--- config.mk ---
export PLATFORM = sky130hd
export DESIGN_NAME = byte_vocabulary_map
export DESIGN_NICKNAME = d
export VERILOG_FILES = /design/src/hdl/bvm_pkg.sv /design/src/hdl/byte_vocabulary_map.sv /design/src/hdl/bvm_ram.sv /design/src/hdl/bvm_ctrl.sv
export SDC_FILE = /design/constraint.sdc
export NUM_CORES = 2
export LEC_CHECK = 0
export BUFFER_PORTS_ARGS = -buffer_cell sky130_fd_sc_hd__buf_2
export CAP_MARGIN = 20
export CORE_ASPECT_RATIO = 2
export CORE_MARGIN = 4
export CORE_UTILIZATION = 45
export DETAILED_ROUTE_END_ITERATION = 8
export MAX_ROUTING_LAYER = met4
export PLACE_DENSITY = 0.68
export SYNTH_ARGS = -nofsm -noshare
export SYNTH_HDL_FRONTEND = slang
export SYNTH_MEMORY_MAX_BITS = 65536
export SYNTH_SLANG_ARGS = --single-unit
--- constraint.sdc ---
create_clock -name clk -period 33.6 [get_ports clk]
set_input_delay 10.08 -clock clk [delete_from_list [all_inputs] [get_ports clk]]
set_output_delay 10.08 -clock clk [all_outputs]
set_load 0.02 [all_outputs]
--- src/hdl/bvm_pkg.sv ---
// Shared types and constants for the byte vocabulary map.
package bvm_pkg;

	localparam int TABLE_DEPTH = 256;
	localparam int ADDR_W = 8;
	localparam int ID_W = 9;

	// Request codes
	localparam logic [1:0] REQ_ADD   = 2'd0;
	localparam logic [1:0] REQ_BUILD = 2'd1;
	localparam logic [1:0] REQ_B2I   = 2'd2;
	localparam logic [1:0] REQ_I2B   = 2'd3;

	// Result kinds
	localparam logic [1:0] KIND_BUILD = 2'd0;
	localparam logic [1:0] KIND_B2I   = 2'd1;
	localparam logic [1:0] KIND_I2B   = 2'd2;

	localparam logic [7:0] NEWLINE_BYTE = 8'd10;
	localparam logic [7:0] UNKNOWN_BYTE = 8'd63;
	localparam logic [ID_W-1:0] NO_ID = 9'h1FF;

	typedef struct packed {
		logic              en;
		logic [ADDR_W-1:0] addr;
		logic              data;
	} flag_wr_t;

	typedef struct packed {
		logic              en;
		logic [ADDR_W-1:0] addr;
		logic [ID_W-1:0]   data;
	} id_wr_t;

	typedef struct packed {
		logic              en;
		logic [ADDR_W-1:0] addr;
		logic [7:0]        data;
	} byte_wr_t;

	typedef struct packed {
		logic              en;
		logic [ADDR_W-1:0] addr;
	} rd_req_t;

	typedef struct packed {
		logic idle;
		logic done;
	} ctl_stat_t;

endpackage

--- src/hdl/byte_vocabulary_map.sv ---
// Top level of the byte vocabulary map: request decode, lookup path and result register.
//
//  channel | direction | handshake         | fields
//  in      | input     | in_valid/in_stall | req_type, data_byte, symbol_id
//  out     | output    | out_valid/out_stall | result_kind, vocab_count, symbol_id_out, byte_out
//
// Add and lookup items are taken one per cycle while the sequencer is idle and no result is
// stalled; a lookup result passes the registered table read, then the result register.
// A build item holds in_stall while the sequencer makes one seen-flag memory read per byte
// value (256), then runs the empty-corpus fixup and waits for its result to be taken.
// After reset a clearing pass fills the seen-flag and byte-to-id tables, with in_stall high.
// A stalled result holds the output register and, once the lookup stage is full, the input.
module byte_vocabulary_map import bvm_pkg::*; #(
	parameter int ALPHABET_SIZE = 256
) (
	input  logic                   clk,
	input  logic                   arst_n,
	input  logic                   in_valid,
	output logic                   in_stall,
	input  logic [1:0]             req_type,
	input  logic [7:0]             data_byte,
	input  logic [7:0]             symbol_id,
	output logic                   out_valid,
	input  logic                   out_stall,
	output logic [1:0]             result_kind,
	output logic [ID_W-1:0]        vocab_count,
	output logic signed [ID_W-1:0] symbol_id_out,
	output logic [7:0]             byte_out
);

	localparam logic [ID_W-1:0] ALPHA_LIM = ID_W'(ALPHABET_SIZE);

	rd_req_t         seen_rd;
	flag_wr_t        ctl_seen_wr;
	id_wr_t          b2i_wr;
	byte_wr_t        i2b_wr;
	ctl_stat_t       stat;
	logic [ID_W-1:0] count;
	logic            seen_rd_data;
	logic [ID_W-1:0] b2i_rd_data;
	logic [7:0]      i2b_rd_data;

	logic            in_accept;
	logic            out_free;
	logic            add_wr;
	logic            b2i_rd_en;
	logic            i2b_rd_en;
	logic            done_take;
	logic            seen_wr_en;
	logic [ADDR_W-1:0] seen_wr_addr;
	logic            seen_wr_data;

	logic            lk_v_s1;
	logic            lk_i2b_s1;
	logic            lk_ok_s1;

	logic            out_v_q;
	logic [1:0]      kind_q;
	logic [ID_W-1:0] count_q;
	logic [ID_W-1:0] id_q;
	logic [7:0]      byte_q;

	assign out_free = !out_v_q || !out_stall;
	assign in_stall = !stat.idle || (lk_v_s1 && !out_free) ||
		((req_type == REQ_BUILD) && lk_v_s1);
	assign in_accept = in_valid && !in_stall;

	assign add_wr = in_accept && (req_type == REQ_ADD) && ({1'b0, data_byte} < ALPHA_LIM);
	assign b2i_rd_en = in_accept && (req_type == REQ_B2I);
	assign i2b_rd_en = in_accept && (req_type == REQ_I2B);
	assign done_take = stat.done && out_free && !lk_v_s1;

	// adds only come in while the sequencer is idle, so the ports never collide
	assign seen_wr_en = ctl_seen_wr.en || add_wr;
	assign seen_wr_addr = ctl_seen_wr.en ? ctl_seen_wr.addr : data_byte;
	assign seen_wr_data = ctl_seen_wr.en ? ctl_seen_wr.data : 1'b1;

	bvm_ctrl #(
		.ALPHABET_SIZE(ALPHABET_SIZE)
	) u_ctrl (
		.clk         (clk),
		.arst_n      (arst_n),
		.build_start (in_accept && (req_type == REQ_BUILD)),
		.done_take   (done_take),
		.seen_rd_data(seen_rd_data),
		.seen_rd     (seen_rd),
		.seen_wr     (ctl_seen_wr),
		.b2i_wr      (b2i_wr),
		.i2b_wr      (i2b_wr),
		.count       (count),
		.stat        (stat)
	);

	bvm_ram #(
		.WIDTH(1),
		.DEPTH(TABLE_DEPTH)
	) u_seen_ram (
		.clk    (clk),
		.wr_en  (seen_wr_en),
		.wr_addr(seen_wr_addr),
		.wr_data(seen_wr_data),
		.rd_en  (seen_rd.en),
		.rd_addr(seen_rd.addr),
		.rd_data(seen_rd_data)
	);

	bvm_ram #(
		.WIDTH(ID_W),
		.DEPTH(TABLE_DEPTH)
	) u_b2i_ram (
		.clk    (clk),
		.wr_en  (b2i_wr.en),
		.wr_addr(b2i_wr.addr),
		.wr_data(b2i_wr.data),
		.rd_en  (b2i_rd_en),
		.rd_addr(data_byte),
		.rd_data(b2i_rd_data)
	);

	bvm_ram #(
		.WIDTH(8),
		.DEPTH(TABLE_DEPTH)
	) u_i2b_ram (
		.clk    (clk),
		.wr_en  (i2b_wr.en),
		.wr_addr(i2b_wr.addr),
		.wr_data(i2b_wr.data),
		.rd_en  (i2b_rd_en),
		.rd_addr(symbol_id),
		.rd_data(i2b_rd_data)
	);

	always_ff @(posedge clk or negedge arst_n) begin
		if (!arst_n) begin
			lk_v_s1 <= 1'b0;
			out_v_q <= 1'b0;
		end else begin
			if (lk_v_s1 && out_free) begin
				lk_v_s1 <= 1'b0;
			end
			if (b2i_rd_en || i2b_rd_en) begin
				lk_v_s1 <= 1'b1;
			end
			if (out_free) begin
				out_v_q <= lk_v_s1 || stat.done;
			end
		end
	end

	// the read data stays put while the stage waits: no new read is issued then
	always_ff @(posedge clk) begin
		if (b2i_rd_en || i2b_rd_en) begin
			lk_i2b_s1 <= i2b_rd_en;
			lk_ok_s1 <= i2b_rd_en ? ({1'b0, symbol_id} < count) :
				({1'b0, data_byte} < ALPHA_LIM);
		end
		if (out_free) begin
			count_q <= count;
			if (lk_v_s1 && lk_i2b_s1) begin
				kind_q <= KIND_I2B;
				id_q <= '0;
				byte_q <= lk_ok_s1 ? i2b_rd_data : UNKNOWN_BYTE;
			end else if (lk_v_s1) begin
				kind_q <= KIND_B2I;
				id_q <= lk_ok_s1 ? b2i_rd_data : NO_ID;
				byte_q <= '0;
			end else begin
				kind_q <= KIND_BUILD;
				id_q <= '0;
				byte_q <= '0;
			end
		end
	end

	assign out_valid = out_v_q;
	assign result_kind = kind_q;
	assign vocab_count = count_q;
	assign symbol_id_out = $signed(id_q);
	assign byte_out = byte_q;

endmodule

--- src/hdl/bvm_ram.sv ---
// Generic simple dual-port RAM with registered read.
module bvm_ram #(
	parameter int WIDTH = 8,
	parameter int DEPTH = 256
) (
	input  logic                     clk,
	input  logic                     wr_en,
	input  logic [$clog2(DEPTH)-1:0] wr_addr,
	input  logic [WIDTH-1:0]         wr_data,
	input  logic                     rd_en,
	input  logic [$clog2(DEPTH)-1:0] rd_addr,
	output logic [WIDTH-1:0]         rd_data
);

	logic [WIDTH-1:0] mem [DEPTH];

	always_ff @(posedge clk) begin
		if (wr_en) begin
			mem[wr_addr] <= wr_data;
		end
		if (rd_en) begin
			rd_data <= mem[rd_addr];
		end
	end

endmodule

--- src/hdl/bvm_ctrl.sv ---
// Sequencer for the reset clearing pass and the vocabulary build sweep.
module bvm_ctrl import bvm_pkg::*; #(
	parameter int ALPHABET_SIZE = 256
) (
	input  logic            clk,
	input  logic            arst_n,
	input  logic            build_start,
	input  logic            done_take,
	input  logic            seen_rd_data,
	output rd_req_t         seen_rd,
	output flag_wr_t        seen_wr,
	output id_wr_t          b2i_wr,
	output byte_wr_t        i2b_wr,
	output logic [ID_W-1:0] count,
	output ctl_stat_t       stat
);

	localparam logic [2:0] ST_CLEAR = 3'd0;
	localparam logic [2:0] ST_IDLE  = 3'd1;
	localparam logic [2:0] ST_SWEEP = 3'd2;
	localparam logic [2:0] ST_FIX   = 3'd3;
	localparam logic [2:0] ST_DONE  = 3'd4;

	localparam logic [ID_W-1:0] ALPHA_LIM = ID_W'(ALPHABET_SIZE);

	logic [2:0]        state_q;
	logic [ID_W-1:0]   addr_q;
	logic [ID_W-1:0]   count_q;
	logic              sw_v_s1;
	logic [ADDR_W-1:0] sw_b_s1;
	logic              hit;
	logic              empty_fix;

	assign hit = sw_v_s1 && seen_rd_data && ({1'b0, sw_b_s1} < ALPHA_LIM);
	assign empty_fix = (state_q == ST_FIX) && (count_q == '0);

	assign count = count_q;
	assign stat.idle = (state_q == ST_IDLE);
	assign stat.done = (state_q == ST_DONE);

	assign seen_rd.en = (state_q == ST_SWEEP) && !addr_q[ADDR_W];
	assign seen_rd.addr = addr_q[ADDR_W-1:0];

	always_comb begin
		seen_wr = '0;
		b2i_wr = '0;
		i2b_wr = '0;
		if (state_q == ST_CLEAR) begin
			seen_wr.en = 1'b1;
			seen_wr.addr = addr_q[ADDR_W-1:0];
			b2i_wr.en = 1'b1;
			b2i_wr.addr = addr_q[ADDR_W-1:0];
			b2i_wr.data = NO_ID;
		end else if (sw_v_s1) begin
			// drop the seen flag and rebuild the entry
			seen_wr.en = 1'b1;
			seen_wr.addr = sw_b_s1;
			b2i_wr.en = 1'b1;
			b2i_wr.addr = sw_b_s1;
			b2i_wr.data = hit ? count_q : NO_ID;
			i2b_wr.en = hit;
			i2b_wr.addr = count_q[ADDR_W-1:0];
			i2b_wr.data = sw_b_s1;
		end else if (empty_fix) begin
			b2i_wr.en = ({1'b0, NEWLINE_BYTE} < ALPHA_LIM);
			b2i_wr.addr = NEWLINE_BYTE;
			b2i_wr.data = '0;
			i2b_wr.en = 1'b1;
			i2b_wr.addr = '0;
			i2b_wr.data = NEWLINE_BYTE;
		end
	end

	always_ff @(posedge clk or negedge arst_n) begin
		if (!arst_n) begin
			state_q <= ST_CLEAR;
			addr_q <= '0;
			count_q <= '0;
			sw_v_s1 <= 1'b0;
		end else begin
			sw_v_s1 <= 1'b0;
			if (hit) begin
				count_q <= count_q + 1'b1;
			end
			unique case (state_q)
				ST_CLEAR: begin
					if (addr_q[ADDR_W-1:0] == '1) begin
						addr_q <= '0;
						state_q <= ST_IDLE;
					end else begin
						addr_q <= addr_q + 1'b1;
					end
				end
				ST_IDLE: begin
					if (build_start) begin
						addr_q <= '0;
						count_q <= '0;
						state_q <= ST_SWEEP;
					end
				end
				ST_SWEEP: begin
					if (!addr_q[ADDR_W]) begin
						sw_v_s1 <= 1'b1;
						addr_q <= addr_q + 1'b1;
					end else begin
						state_q <= ST_FIX;
					end
				end
				ST_FIX: begin
					if (count_q == '0) begin
						count_q <= ID_W'(1);
					end
					state_q <= ST_DONE;
				end
				ST_DONE: begin
					if (done_take) begin
						state_q <= ST_IDLE;
					end
				end
				default: begin
					state_q <= ST_IDLE;
				end
			endcase
		end
	end

	always_ff @(posedge clk) begin
		sw_b_s1 <= addr_q[ADDR_W-1:0];
	end

endmodule

==> run summary <==
The run finished, with violations left. The final reports fail on slew limit. The setup skew after layout came out at 0.0893 ns. In this run, the number of DRC markers left after iteration 0 of detailed routing was 8,956. Measured along the y axis, the die boundary spans 910 um.

The logs give 0 for the count of antenna-violating nets left after detailed routing and 0.0959 mV for the worst ir drop on vdd. The post-route fraction of the period consumed by the critical path was 65.0%. Adding up every negative setup slack in the final design gives 0 ns. Data arrives at the worst endpoint at 11.76 ns. Setup repair after global routing left no endpoint under its margin.

Global routing consumed, over all layers together, 22.9% of the routing resources. The routability congestion estimate is 0.902. The top fanout value on the critical path came out at 29.

Walking the worst path, the cells encountered are buf_2 -> nand2_2 -> buf_4 -> o21ai_0 -> nand2_1 -> nand2_1 -> buf_2. In this run the cell area of the synthesized design comes to 183,000 um2. Class of the worst hold path: register to register.

Pin count of the biggest net entering global routing: 219. The cell area power density came out at 68.8 nW/um2. The fraction of layout cells with a size suffix above 1 was 23.0%. Via density per instance: 6.06.

Post-detailed-route DRC marker count: 0. In this run the mean area of a mapped cell was 21.3 um2. Synthesized net count: 8,642.

The max-cap violation count came out at 0. For the deepest level of the CTS H-tree, the log shows 5. The tools report the initial core utilization as 45.1%.

The number of cells on the worst hold path is 1. In the synthesized netlist the async set-or-reset flop fraction comes to 0.512%. In this run the post-CTS setup repair buffer count came out at 0. For the worst setup path, the data required time is 23.52 ns.

Count of input and output buffers: 51. The critical path contains buffers and inverters numbering 3 combined. The critical path capture point type is an output pin. For the worst hold margin, the log shows 0.540 ns. After clock tree synthesis, the clock-pin slew on the worst setup and hold paths is 0.07 ns. Headroom to the max-slew limit came out at -13.4%. Detailed placement finished with a half-perimeter wire length of 301,000 um.

The die span in x was 459 um. In this run the clock root is driven by a clkbuf_16. For this run, the number of Yosys warnings is 0. For the hold violation total from the final report, the log shows 0. The time the worst path needs with I/O delays and setup was 21.84 ns. The filler cell count is 31.9k, and the number of clock buffers inserted by TritonCTS is 380. The aggregate routed wire length was 469,000 um; the setup slack on the worst flop-to-flop path was 28.26 ns. Ranked by total cell area, the synthesized netlist is headed by edfxtp_1 76%, mux4_2 15%, nor2_1 1.8%, mux2i_1 0.78%, a22oi_1 0.65%. After floorplanning, the core was sized to cover 406,000 um2. Pin placement for this block handled 52 I/O pins. For the worst-skew pair, the clock arrives at the later sink with an insertion delay of 0.98 ns. The count of pins over their slew limit was 120. The logs give 9 for the first-pass iteration count of the detailed router and 0 for the count of final setup violators. The achievable frequency was 0.0458 GHz; the first-pass GRT wire length was 667,000 um.

The worst setup path is launched from an input pin. The count of flip-flops with a built-in enable after synthesis is 4,656, and the flip-flop and latch count after synthesis is 4,688. For the static leakage, the log shows 60.2 nW.

The total clock sinks was 4,688. For the initial antenna violation count, the log shows 9. Measured in cells, the most critical reg-to-reg path has a length of 8.

Of all cell types, the one taking the most synthesized area is edfxtp_1. Startpoint of the tightest hold check path: u_ctrl.addr_q[8]. At the pin with the least slew margin, the transition time is 1.70 ns.

Via count of the first global-routing pass: 91.3k. At the placement stage, the worst setup path has a slack of 11.77 ns. The delay contributed by the slowest stage of the critical path is 0.59 ns, and the final setup slack of the worst path is 11.76 ns.

The share of the synthesized area in the top cell type was 76.4%. The kind of cell with the highest combined delay along the critical path is buffers and inverters. The longest clock path from root to sink contains 4 buffers. The number of gates resized after CTS was 0.

In this run the critical register-to-register path is launched from u_ctrl.state_q[2]. The sequential cells in the finished layout cover a total of 141,000 um2. The run gives 8,609 as the cell count after synthesis. Sequential fraction of the synthesis area: 76.8%. The critical path in this run is classified as input pin to output pin. In this run, post-CTS hold repair placed 0 buffers.

The design draws 13.9 mW. The final layout contains 8,754 nets. The most used flip-flop cell after synthesis is edfxtp_1. For this run the aggregate overflow at the end of global routing stands at 0. TritonCTS built the clock tree. Highest-delay cell along the critical path: buf_4. The tools report the count of different cell masters after synthesis as 79. The die covers 418,000 um2. The total area of multi-input combinational cells was 39,400 um2; the number of vias after detailed routing was 87.1k. Compared with the post-synthesis result, the final layout area differs by 10.0%. The path with the worst hold slack has its endpoint at u_ctrl.sw_v_s1. The per-cell routed wire length is 32.6 um. The destination of the worst register-to-register timing path was u_b2i_ram.mem[68][4]. The row count came out at 331.
## how the worst max path moves through the flow
stage / from / to / slack, ns / cells after the start
CTS: out_stall / in_stall / 11.77 / 7
finish: out_stall / in_stall / 11.76 / 7
global placement: out_stall / in_stall / 11.68 / 7
detailed placement: out_stall / in_stall / 11.77 / 7
floorplan: out_stall / in_stall / 12.32 / 4
global route: out_stall / in_stall / 11.64 / 7
## cell usage after synthesis (all sizes together), types with 39 or more instances
cell    count
mux4     1200
nand3      43
clkbuf    182
nor3       53
nor2      857
o21ai      49
edfxtp   4656
nand2     202
a21oi     142
a211oi     56
a221oi     49
a22oi     159
nor2b      52
inv        39
o22ai      77
mux2i     143
buf       332
## cell usage in the layout, fill, tap and decap left out, types with 50 or more instances in the layout
cell type | synthesis | layout
a211oi_1 | 55 | 55
a21oi_1 | 142 | 141
a22oi_1 | 159 | 159
buf_4 | 76 | 174
clkbuf_1 | 177 | 51
clkbuf_16 | 0 | 388
clkinv_1 | 1 | 71
clkinv_2 | 0 | 72
edfxtp_1 | 4656 | 4656
mux2i_1 | 142 | 142
mux4_2 | 1184 | 1184
nand2_1 | 202 | 185
nor2_1 | 854 | 847
nor2b_1 | 52 | 50
nor3_1 | 52 | 50
o22ai_1 | 77 | 77
## sequential cells by signal, indices dropped and copies added (netlist names)
name,count
lk_v_s1,1
lk_i2b_s1,1
result_kind,2
u_b2i_ram.mem,2304
u_seen_ram.mem,256
u_b2i_ram.rd_data,9
u_i2b_ram.rd_data,8
vocab_count,9
u_i2b_ram.mem,2048
u_ctrl.sw_b_s1,8
lk_ok_s1,1
out_valid,1
symbol_id_out,9
byte_out,8
u_seen_ram.rd_data,1
u_ctrl.state_q,3
u_ctrl.sw_v_s1,1
u_ctrl.addr_q,9
u_ctrl.count,9
## area by class of cell
cell class / instances / area share [%]
clock buffer: 439 / 4.91
timing repair buffer: 246 / 1.02
inverter: 40 / 0.0752
sequential: 4688 / 69.8
antenna: 18 / 0.0224
multi-input combinational: 3365 / 19.6
tap: 5328 / 3.31
clock inverter: 248 / 1.33
## through the flow
stage          area [um2]  std cells  util, %
2_1_floorplan      183000       8609        -
3_3_place_gp       189000      13600     46.5
3_5_place_dp       189000      13700     46.5
4_1_cts            201000      14300     49.6
5_1_grt            201000      14400     49.6
6_report           201000      14400     49.6
## report_power, final
group	internal, mW	switching [mW]
logic	0.376	1.59
clock network	2.49	2.08
registers	7.28	0.0547
total	10.1	3.72
## metal layers
metal	wire (um)	share of wire, %	track usage, %
met1	144000	31	22.8
met2	257000	55	41.1
met3	26800	5.7	3.09
met4	40700	8.7	16.2
met5	0	0	-
## cell families after synthesis
family,count (synthesis),synth area share [%]
flops,4688,76.8
compound gates,678,2.60
mux,1352,15.6
fa+ha+maj,11,0.0752
xor+xnor,12,0.0574
simple gates,1312,3.00
buf+inv,556,1.86
Note: power is estimated with default switching activity, not from simulation.
